==> config.mk <==
export PLATFORM = sky130hd
export DESIGN_NAME = edf_periodic_task_scheduler
export DESIGN_NICKNAME = d
export VERILOG_FILES = /design/src/hdl/edfs_pkg.sv /design/src/hdl/edfs_ram.sv /design/src/hdl/edfs_sweep.sv /design/src/hdl/edf_periodic_task_scheduler.sv
export SDC_FILE = /design/constraint.sdc
export NUM_CORES = 2
export LEC_CHECK = 0
export ABC_AREA = 1
export BUFFER_PORTS_ARGS = -buffer_cell sky130_fd_sc_hd__clkbuf_2
export CAP_MARGIN = 20
export CORE_ASPECT_RATIO = 1.5
export CORE_MARGIN = 5
export CORE_UTILIZATION = 30
export DETAILED_ROUTE_END_ITERATION = 7
export PLACE_DENSITY = 0.41
export SETUP_SLACK_MARGIN = 0.5
export SYNTH_ARGS = -nofsm -noshare
export SYNTH_HDL_FRONTEND = slang
export SYNTH_SLANG_ARGS = --single-unit
==> constraint.sdc <==
create_clock -name clk_i -period 11.1 [get_ports clk_i]
set_clock_uncertainty 0.05 [all_clocks]
set_input_delay 1.665 -clock clk_i [delete_from_list [all_inputs] [get_ports clk_i]]
set_output_delay 1.665 -clock clk_i [all_outputs]
set_load 0.02 [all_outputs]
==> src/hdl/edfs_pkg.sv <==
// ----------------------------------------------------------------------------
// EDF scheduler package
// Shared constants, command codes, state encoding and record types for the
// earliest-deadline-first periodic task scheduler.
// ----------------------------------------------------------------------------
package edfs_pkg;

  // Number of task slots and the widths that follow from it.
  localparam int unsigned MaxSlots = 16;
  localparam int unsigned SlotIdxW = (MaxSlots > 1) ? $clog2(MaxSlots) : 1;
  localparam int unsigned SlotCntW = $clog2(MaxSlots + 1);

  // Field widths of the interface.
  localparam int unsigned CmdW     = 2;
  localparam int unsigned WorkW    = 16;
  localparam int unsigned TimeW    = 32;
  localparam int unsigned CountW   = 5;
  localparam int unsigned TaskNumW = 4;

  // Command codes.
  localparam logic [CmdW-1:0] CmdLoad    = 2'd0;
  localparam logic [CmdW-1:0] CmdTick    = 2'd1;
  localparam logic [CmdW-1:0] CmdRestart = 2'd2;

  // Sweep sequencer states.
  typedef enum logic [1:0] {
    StIdle,
    StSweep,
    StWrite
  } edfs_state_e;

  // Static slot record, written by a load command.
  typedef struct packed {
    logic [WorkW-1:0] job_len;
    logic [WorkW-1:0] period;
    logic [WorkW-1:0] dl_offset;
  } edfs_slot_t;

  // Run-time slot record, updated on every tick.
  typedef struct packed {
    logic [WorkW-1:0] work_left;
    logic [TimeW-1:0] next_rel;
    logic [TimeW-1:0] abs_dl;
  } edfs_run_t;

  // Command from the front end to the sweep engine.
  typedef struct packed {
    logic                tick;
    logic                restart;
    logic                load;
    logic [SlotIdxW-1:0] load_idx;
    edfs_slot_t          load_rec;
    logic [SlotCntW-1:0] n_slots;
  } edfs_cmd_t;

  // Result of one tick, handed to the output register.
  typedef struct packed {
    logic                valid;
    logic [TimeW-1:0]    tick_time;
    logic                busy;
    logic [TaskNumW-1:0] task_num;
  } edfs_res_t;

endpackage

==> src/hdl/edfs_ram.sv <==
// ----------------------------------------------------------------------------
// Generic RAM
// Simple dual-port memory with one write port and one registered read port.
// ----------------------------------------------------------------------------
module edfs_ram #(
  parameter int unsigned Width = 8,
  parameter int unsigned Depth = 16
) (
  input  logic                                      clk_i,
  input  logic                                      we_i,
  input  logic [((Depth > 1) ? $clog2(Depth) : 1)-1:0] waddr_i,
  input  logic [Width-1:0]                          wdata_i,
  input  logic [((Depth > 1) ? $clog2(Depth) : 1)-1:0] raddr_i,
  output logic [Width-1:0]                          rdata_o
);

  logic [Width-1:0] mem_q [Depth];

  // Write port.
  always_ff @(posedge clk_i) begin
    if (we_i) begin
      mem_q[waddr_i] <= wdata_i;
    end
  end

  // Registered read port.
  always_ff @(posedge clk_i) begin
    rdata_o <= mem_q[raddr_i];
  end

endmodule

==> src/hdl/edfs_sweep.sv <==
// ----------------------------------------------------------------------------
// EDF sweep engine
// Holds the slot memories and time counter. On a tick it streams every
// enabled slot through a read-modify-write pass, releases due jobs, tracks
// the earliest deadline and finally charges one tick to the winner.
// ----------------------------------------------------------------------------
module edfs_sweep (
  input  logic                clk_i,
  input  logic                rst_ni,
  input  edfs_pkg::edfs_cmd_t cmd_i,
  input  logic                out_free_i,
  output logic                idle_o,
  output edfs_pkg::edfs_res_t res_o
);

  import edfs_pkg::*;

  edfs_state_e         state_q, state_d;
  logic [SlotCntW-1:0] n_q, n_d;
  logic [SlotCntW-1:0] rd_idx_q, rd_idx_d;
  logic [SlotIdxW-1:0] ex_idx_q, ex_idx_d;
  logic                pend_q, pend_d;
  logic                found_q, found_d;
  logic [SlotIdxW-1:0] best_idx_q, best_idx_d;
  edfs_run_t           best_q, best_d;
  logic [TimeW-1:0]    now_q;
  logic [MaxSlots-1:0] vld_q;

  logic                issue;
  logic [SlotIdxW-1:0] run_raddr;
  logic                run_we;
  logic [SlotIdxW-1:0] run_waddr;
  edfs_run_t           run_wdata;
  edfs_run_t           run_raw;
  edfs_run_t           run_cur;
  edfs_run_t           run_upd;
  edfs_slot_t          slot_rd;
  logic                rel;
  logic                cand;
  logic                advance;

  // Static slot parameters, written by load commands.
  edfs_ram #(
    .Width ($bits(edfs_slot_t)),
    .Depth (MaxSlots)
  ) u_slot_ram (
    .clk_i   (clk_i),
    .we_i    (cmd_i.load),
    .waddr_i (cmd_i.load_idx),
    .wdata_i (cmd_i.load_rec),
    .raddr_i (run_raddr),
    .rdata_o (slot_rd)
  );

  // Run-time state of every slot.
  edfs_ram #(
    .Width ($bits(edfs_run_t)),
    .Depth (MaxSlots)
  ) u_run_ram (
    .clk_i   (clk_i),
    .we_i    (run_we),
    .waddr_i (run_waddr),
    .wdata_i (run_wdata),
    .raddr_i (run_raddr),
    .rdata_o (run_raw)
  );

  // An entry not written since reset or restart reads as all zero.
  assign run_cur = vld_q[ex_idx_q] ? run_raw : '0;

  // Release check and job reload for the slot in the execute stage.
  always_comb begin
    rel     = pend_q && (run_cur.next_rel == now_q);
    run_upd = run_cur;
    if (rel) begin
      run_upd.work_left = slot_rd.job_len;
      run_upd.next_rel  = run_cur.next_rel + TimeW'(slot_rd.period);
      run_upd.abs_dl    = now_q + TimeW'(slot_rd.dl_offset);
    end
    cand = pend_q && (run_upd.work_left != '0) &&
           (!found_q || (run_upd.abs_dl < best_q.abs_dl));
  end

  // Sequencer: next state, read issue, write-back and result.
  always_comb begin
    state_d    = state_q;
    n_d        = n_q;
    rd_idx_d   = rd_idx_q;
    ex_idx_d   = ex_idx_q;
    pend_d     = 1'b0;
    found_d    = found_q;
    best_idx_d = best_idx_q;
    best_d     = best_q;
    issue      = 1'b0;
    run_raddr  = rd_idx_q[SlotIdxW-1:0];
    run_we     = 1'b0;
    run_waddr  = ex_idx_q;
    run_wdata  = run_upd;
    advance    = 1'b0;
    res_o      = '0;

    unique case (state_q)
      StIdle: begin
        if (cmd_i.tick) begin
          n_d      = cmd_i.n_slots;
          rd_idx_d = '0;
          found_d  = 1'b0;
          state_d  = StSweep;
        end
      end
      StSweep: begin
        // Issue the read of the next slot while the previous one executes.
        issue = (rd_idx_q < n_q);
        if (issue) begin
          rd_idx_d = rd_idx_q + 1'b1;
          pend_d   = 1'b1;
          ex_idx_d = rd_idx_q[SlotIdxW-1:0];
        end
        if (rel) begin
          run_we = 1'b1;
        end
        if (cand) begin
          found_d    = 1'b1;
          best_idx_d = ex_idx_q;
          best_d     = run_upd;
        end
        if (!issue) begin
          state_d = StWrite;
        end
      end
      StWrite: begin
        // Charge the winner and hand the result over once the output is free.
        if (out_free_i) begin
          if (found_q) begin
            run_we              = 1'b1;
            run_waddr           = best_idx_q;
            run_wdata           = best_q;
            run_wdata.work_left = best_q.work_left - 1'b1;
          end
          res_o.valid     = 1'b1;
          res_o.tick_time = now_q;
          res_o.busy      = found_q;
          res_o.task_num  = found_q ? TaskNumW'(best_idx_q) : '0;
          advance         = 1'b1;
          state_d         = StIdle;
        end
      end
      default: begin
        state_d = StIdle;
      end
    endcase
  end

  assign idle_o = (state_q == StIdle);

  // Control registers.
  always_ff @(posedge clk_i or negedge rst_ni) begin
    if (!rst_ni) begin
      state_q  <= StIdle;
      rd_idx_q <= '0;
      pend_q   <= 1'b0;
      found_q  <= 1'b0;
      n_q      <= '0;
    end else begin
      state_q  <= state_d;
      rd_idx_q <= rd_idx_d;
      pend_q   <= pend_d;
      found_q  <= found_d;
      n_q      <= n_d;
    end
  end

  // Time counter and entry valid bits; restart clears both.
  always_ff @(posedge clk_i or negedge rst_ni) begin
    if (!rst_ni) begin
      now_q <= '0;
      vld_q <= '0;
    end else if (cmd_i.restart) begin
      now_q <= '0;
      vld_q <= '0;
    end else begin
      if (advance) begin
        now_q <= now_q + 1'b1;
      end
      if (run_we) begin
        vld_q[run_waddr] <= 1'b1;
      end
    end
  end

  // Payload registers.
  always_ff @(posedge clk_i) begin
    ex_idx_q   <= ex_idx_d;
    best_idx_q <= best_idx_d;
    best_q     <= best_d;
  end

  // The sequencer hands over a result only into a free output register.
  a_res_free : assert property (@(posedge clk_i) disable iff (!rst_ni)
    res_o.valid |-> out_free_i)
    else $error("Result produced while the output register is occupied.");

  // A slot in execution only exists during the sweep.
  a_pend_sweep : assert property (@(posedge clk_i) disable iff (!rst_ni)
    pend_q |-> (state_q == StSweep))
    else $error("Slot in execution outside the sweep.");

  // The read pointer never passes the number of enabled slots.
  a_rd_bound : assert property (@(posedge clk_i) disable iff (!rst_ni)
    (state_q == StSweep) |-> (rd_idx_q <= n_q))
    else $error("Sweep read pointer beyond the enabled slots.");

  // Every result advances time by exactly one tick.
  a_time_step : assert property (@(posedge clk_i) disable iff (!rst_ni)
    (res_o.valid && !cmd_i.restart) |=> (now_q == $past(now_q) + 1'b1))
    else $error("Time did not advance by one after a tick.");

endmodule

==> src/hdl/edf_periodic_task_scheduler.sv <==
// ----------------------------------------------------------------------------
// EDF periodic task scheduler
// Top level: command handshake, task count register, output register and
// the sweep engine over the slot memories.
// ----------------------------------------------------------------------------
// Flow: a transferred tick sweeps the n enabled slots, then charges the
// winner and registers the result; the sweep issues one slot read per cycle.
// A new command is accepted only while idle, after the result is handed over.
// Reset: asynchronous, clears time and all run state; task count becomes 1.
// Slot parameters are undefined until loaded.
// ----------------------------------------------------------------------------
module edf_periodic_task_scheduler (
  input  logic                           clk_i,
  input  logic                           rst_ni,
  input  logic                           cfg_we_i,
  input  logic [edfs_pkg::CountW-1:0]    cfg_wdata_i,
  input  logic                           in_valid_i,
  output logic                           in_ready_o,
  input  logic [edfs_pkg::CmdW-1:0]      cmd_i,
  input  logic [3:0]                     task_index_i,
  input  logic [edfs_pkg::WorkW-1:0]     exec_time_i,
  input  logic [edfs_pkg::WorkW-1:0]     period_ticks_i,
  input  logic [edfs_pkg::WorkW-1:0]     relative_deadline_i,
  output logic                           out_valid_o,
  input  logic                           out_ready_i,
  output logic [edfs_pkg::TimeW-1:0]     tick_time_o,
  output logic                           busy_res_o,
  output logic [edfs_pkg::TaskNumW-1:0]  task_number_o
);

  import edfs_pkg::*;

  logic [CountW-1:0]   task_count_q;
  logic [SlotCntW-1:0] n_slots;
  logic                accept;
  logic                idle;
  logic                out_free;
  edfs_cmd_t           cmd;
  edfs_res_t           res;
  logic                out_valid_q;
  logic [TimeW-1:0]    tick_time_q;
  logic                busy_q;
  logic [TaskNumW-1:0] task_num_q;

  // Task count register.
  always_ff @(posedge clk_i or negedge rst_ni) begin
    if (!rst_ni) begin
      task_count_q <= CountW'(1);
    end else if (cfg_we_i) begin
      task_count_q <= cfg_wdata_i;
    end
  end

  // Saturate the enabled slot count to the number of slots.
  assign n_slots = (32'(task_count_q) > MaxSlots) ? SlotCntW'(MaxSlots)
                                                  : SlotCntW'(task_count_q);

  // Input transfer and command decode.
  assign in_ready_o = idle;
  assign accept     = in_valid_i && in_ready_o;

  always_comb begin
    cmd                    = '0;
    cmd.tick               = accept && (cmd_i == CmdTick);
    cmd.restart            = accept && (cmd_i == CmdRestart);
    cmd.load               = accept && (cmd_i == CmdLoad) &&
                             (32'(task_index_i) < MaxSlots);
    cmd.load_idx           = SlotIdxW'(task_index_i);
    cmd.load_rec.job_len   = exec_time_i;
    cmd.load_rec.period    = period_ticks_i;
    cmd.load_rec.dl_offset = relative_deadline_i;
    cmd.n_slots            = n_slots;
  end

  edfs_sweep u_sweep (
    .clk_i      (clk_i),
    .rst_ni     (rst_ni),
    .cmd_i      (cmd),
    .out_free_i (out_free),
    .idle_o     (idle),
    .res_o      (res)
  );

  // Output register; it frees up in the cycle its transfer completes.
  assign out_free = !out_valid_q || out_ready_i;

  always_ff @(posedge clk_i or negedge rst_ni) begin
    if (!rst_ni) begin
      out_valid_q <= 1'b0;
    end else if (res.valid) begin
      out_valid_q <= 1'b1;
    end else if (out_ready_i) begin
      out_valid_q <= 1'b0;
    end
  end

  always_ff @(posedge clk_i) begin
    if (res.valid) begin
      tick_time_q <= res.tick_time;
      busy_q      <= res.busy;
      task_num_q  <= res.task_num;
    end
  end

  assign out_valid_o   = out_valid_q;
  assign tick_time_o   = tick_time_q;
  assign busy_res_o    = busy_q;
  assign task_number_o = task_num_q;

endmodule
======== Word level (Yosys, flattened, before mapping) ========
Memory sizes are Yosys's and may differ from the RTL's. A register that Yosys moved wholly into a read port is not among the register bits.
Index checks and enable logic that the tools add are counted.
storage, ports and cells
  bits in registers ....................... 193
  RAM bits ................................ 2048
  input port bits ......................... 64
  output and inout port bits .............. 39
  word-level logic and storage cells ...... 112
  memories kept ........................... 2
operators by class
  $add $sub $neg .......................... 5
  $lt $le $gt $ge ......................... 6
  equal/unequal tests ..................... 10
  muxes and demuxes ....................... 44
  bitwise gates (word level) .............. 1
  reductions and logical operators ........ 27
memories
  memory                    words  width  rd ports  clocked after Yosys merged registers in  wr ports  line            source
  u_sweep.u_run_ram.mem_q   16     80     1         1                                        1         edfs_ram.sv:17  logic [Width-1:0] mem_q [Depth];
  u_sweep.u_slot_ram.mem_q  16     48     1         1                                        1         edfs_ram.sv:17
operators with widths
  operator                 count
  $mux W80                 5
  $mux W38                 2
  $add A32 B16 Y32         2
  $mux W32                 2
  $add A32 B1 Y32 const B  1
  $eq A32 B32 Y1           1
  $lt A32 B32 Y1           1
  $mux W16                 2
  $mux W1                  17
  $mux W4                  4
  $or A16 B16 Y16          1
  $reduce_bool A16 Y1      1
  $sub A16 B1 Y16 const B  1
  $mux W5                  3
  $reduce_and A3 Y1        4
  $lt A4 B5 Y1 const B     2
  $pmux W5 S2              1
  $logic_and A1 B1 Y1      8
  $reduce_and A2 Y1        4
  $reduce_bool A2 Y1       4
  $mux W2                  3
  $ne A2 B1 Y1 const B     3
  $pmux W2 S3              1
  $add A5 B1 Y5 const B    1
  12 further kinds         19

======== Logic depth before layout (Yosys ltp) ========
  depth in word-level cells ............... 11
  gate-level depth with buffers ........... 36
  depth with buffers taken out ............ 34

======== Modules after synthesis ========
A second synthesis with hierarchy kept.
second synthesis, totals
  cells, all modules ...................... 10157
  area, all modules ....................... 103451.7 um2
modules (own cells, without submodules)
  module                         instances  cells each  area an instance (um2)  sequential area each (um2)
  edfs_ram (u_sweep.u_run_ram)   1          5255        56195.1                 40038.4
  edfs_ram (u_sweep.u_slot_ram)  1          3165        33988.8                 24023.0
  edfs_sweep                     1          1660        11843.9                 4194.0
  edf_periodic_task_scheduler    1          77          1423.9                  1262.5

======== Worst setup path before layout ========
OpenSTA, ideal clock, no wires.
  path type ............................... input port to flip-flop
  from .................................... input port out_ready_i
  to ...................................... memory u_sweep.u_run_ram.mem_q[10][0] (netlist bit), enable pin
  library setup time ...................... 0.619 ns
  arrival ................................. 9.386 ns
  required time ........................... 10.431 ns
  slack ................................... 1.045 ns
  cell stages on the path ................. 9
  path buffers ............................ 1
  cell sequence ........................... nor2_1 nor2_2 nand2_1 clkbuf_1 nand2_1 o21ai_0 nor2_1 nand3_1 nor3_1
between the ends
  cells in the longest elaborated chain, start to end .. 5
  elaborated cells between the ends (all ways) .. 7
  those cells by class .................... 6 x mux; 1 x reduce/logical
RTL lines
  element                        line                               source
  from (decl)                    edf_periodic_task_scheduler.sv:25  input logic out_ready_i,
  $logic_or A1 B1 Y1 *           edf_periodic_task_scheduler.sv:85  assign out_free = !out_valid_q || out_ready_i;
  $mux W1                        edfs_sweep.sv:133                  if (out_free_i) begin
  $pmux W1 S2                    edfs_sweep.sv:102                  unique case (state_q)
  $mux W1                        edfs_ram.sv:21                     if (we_i) begin
  $mux W1 (implied by the code)  edfs_ram.sv:22                     mem_q[waddr_i] <= wdata_i;
  to (decl)                      edfs_ram.sv:17
Every way passes the cells marked *; elsewhere a longest branch is shown, timed or not.

==> results.md <==
* Critical Path End Type: flip-flop
* Die area at 326000 um^2
* Core Util, Final at 34.2%
* Final wirelength at around 300000 um
* Placed insts at 11154
* Antenna-violating nets left at 0
* Startpoint class of the critical path: flip-flop
* Post-CTS setup buffers at 0
* Async S/R FF share, synth at 2.87%
* Crit-path max FO at 103
* FF+latch count, synth at 2369
* Cells on worst reg2reg path at 33
* Antenna violations before repair at 31
* Worst path most repeated cell: nand2_1
* Static leakage at approximately 35 nW
* Final Power at 26.2 mW
* Clock root cell: clkbuf_16
* H-tree depth at 4
* Required time of the critical path at 11.57 ns
* CTS tree: built
* Setup violations, final at 0
* Yosys warnings at 0
* Part of the Yosys area used for sequential elements at between 70 and 80%
* Post-route minimum period at 7.30 ns
* Gr ovfl total at 0
* Global-route wire length before repair at 425000 um
* Reg clk slew, reported paths at approximately 0.06 ns
* Tightest Pin Transition at 1.17 ns
* Hold Vio Cnt, Final at 0
* Layout cells sized above 1 at 8.65%
* Max-cap violation count at 0
* Area Growth Syn to Fin at 13.5%
* RD Place Congestion at 0.820
* Worst rel slew slack at around 22%
* Via count at 58350
* Wire length per cell at 25.6 um
* Slowest cell on the critical path: buf_4
* Residual DRC count at 0
* Highest Clock Rate at 0.137 GHz
* CTS Hold Bufs at 0
* Core area at between 300000 and 400000 um^2
* # fillers at 30703
* Cts bufs inserted at 238
* TritonRoute pass-1 iters at 6
* Row Count at 252
* Period utilization at 65.8%
* CTS Buffer Depth at 4
* Starting Density at between 30% and 40%
* Worst endpoint data arrival time at 7.77 ns
* Die span in x at 468 um
* Outcome: finished clean
* Num ports at roughly 100
* Number of global-route vias before repair at 58144
* Post-Syn Nets at 7311
* Hold path cells at 1
* PostCTS Resize Cnt at 0
* Worst vdd ir at 185 uV
* WP depth at 33
* Largest net degree at the start of global routing at about 170
* Synthesized area at 94500 um^2
* Initial drt markers at around 4600
* Final TNS setup at 0 ns
* Largest stage delay on the critical path at around 0.7 ns
* Final nets at 7342
* DP Wirelength at 166000 um
* Hold WC Path Type: flip-flop to flip-flop
* Cells after Synth at about 7200
* Global-route usage over all layers at 17.7%
* Fin. max-slew vios at 0
* Commonest register cell after synthesis: edfxtp_1
* RSZ-0062 raised after global routing: false
* Distinct cells, synth at 58
* Synth Area per Inst at 13.2 um^2
* Die height at roughly 700 um
* Post-synth EDFFs at 2173
* Power Dens Cells at between 200 and 250 nW/um^2
* Buffers & Inverters on Critical Path at 5
* Crit-path leading delay family: simple AND/OR/NAND/NOR gates
* Setup CP Type: flip-flop to flip-flop
* Layout Cells excl Fill at roughly 12000
* Post-DR vias/cell at 5.03
* Clock latency on the worst-skew pair at 0.90 ns
* IO buf count at 102
* CTS sink cnt at 2369
-- worst paths after layout --
kind,startpoint,endpoint,slack [ns]
worst min-delay path,u_sweep.vld_q[15]$_DFFE_PN0P_,u_sweep.vld_q[15]$_DFFE_PN0P_,0.44
worst max register to register,u_sweep.ex_idx_q[0]$_DFFE_PP_,u_sweep.best_q[78]$_DFFE_PP_,3.80
worst min register to register,u_sweep.vld_q[15]$_DFFE_PN0P_,u_sweep.vld_q[15]$_DFFE_PN0P_,0.44
worst max-delay path,u_sweep.ex_idx_q[0]$_DFFE_PP_,u_sweep.best_q[78]$_DFFE_PP_,3.80
max in group asynchronous,rst_ni,u_sweep.now_q[2]$_DFFE_PN0P_,9.27
min in group asynchronous,rst_ni,u_sweep.vld_q[3]$_DFFE_PN0P_,0.68
-- cell usage in the layout (no fill, tap or decap), types with 128 or more instances in the layout --
cell / count
inv_1: 239
edfxtp_1: 2173
o221ai_1: 202
o21ai_0: 614
nand2_1: 679
nor2_1: 1295
dfxtp_1: 128
nand3_1: 300
o32ai_1: 310
clkbuf_16: 240
mux2i_1: 211
-- metal layers --
| metal | wire (um) | global-route usage (%) |
|---|---|---|
| met4 | 7300 | 4.36 |
| met3 | 12900 | 2.43 |
| met2 | 153000 | 31.8 |
| met1 | 123000 | 22.3 |
| met5 | 154 | 0 |
-- registers in the layout (all words and copies together) (netlist names), 16 cells and up --
signal,count
tick_time_o,32
u_sweep.best_q,80
u_sweep.now_q,32
u_sweep.u_run_ram.mem_q,1280
u_sweep.u_run_ram.rdata_o,80
u_sweep.u_slot_ram.mem_q,768
u_sweep.u_slot_ram.rdata_o,48
u_sweep.vld_q,16
-- worst register-to-register path: cells and delay by family (launching register included) --
family                     cells  cell delay, ns
AOI/OAI and AO/OA              6            0.94
DFF                            1            0.59
and+or+nand+nor               21            3.24
adders and majority gates      1            0.25
buffers and inverters          5            1.79
-- power by group --
group	internal [mW]	leakage [nW]	switching, mW	total (mW)
Combinational	1.85	9.93	4.87	6.72
Sequential	11.2	21.8	0.549	11.8
Clock	4.28	3.59	3.47	7.75
-- cell families after synthesis --
logic type | after synthesis | share of synthesized area, %
flops | 2369 | 73.6
simple gates | 2386 | 10.1
buf+inv | 696 | 2.82
xor+xnor | 65 | 0.603
fa+ha+maj | 75 | 1.01
compound gates | 1367 | 9.60
mux | 214 | 2.27
-- Yosys cell counts, types with 110 or more instances --
cell type | n | area [um^2]
mux2i_1 | 211 | 2110
nand2_1 | 680 | 2550
o32ai_1 | 310 | 2720
o221ai_1 | 202 | 1770
nor2_1 | 1319 | 4950
o21ai_0 | 617 | 3090
dfxtp_1 | 128 | 2560
inv_1 | 249 | 935
edfxtp_1 | 2173 | 65300
clkbuf_1 | 379 | 1420
nand3_1 | 300 | 1500
a21oi_1 | 110 | 551
-- layout make-up --
class | instances | area (um^2) | share of cell area [%]
flip-flops and latches | 2369 | 69500 | 64.8
multi-input cells | 4107 | 22500 | 21.0
clock buffers | 307 | 6340 | 5.91
well taps | 4191 | 5240 | 4.89
repair buffers | 233 | 1620 | 1.51
inverters | 254 | 1010 | 0.945
clock inverters | 128 | 932 | 0.869
diodes | 8 | 20.0 | 0.0187
-- metrics by stage --
stage | hold WS (ns) | area, um^2 | setup slack, ns
floorplan | 0.401 | 94500 | 1.04
global placement | 0.429 | 99900 | 3.73
detailed placement | 0.430 | 100000 | 3.72
CTS | 0.445 | 107000 | 3.72
global route | 0.466 | 107000 | 3.10
finish | 0.442 | 107000 | 3.80
(Power assumes the default switching activity.)
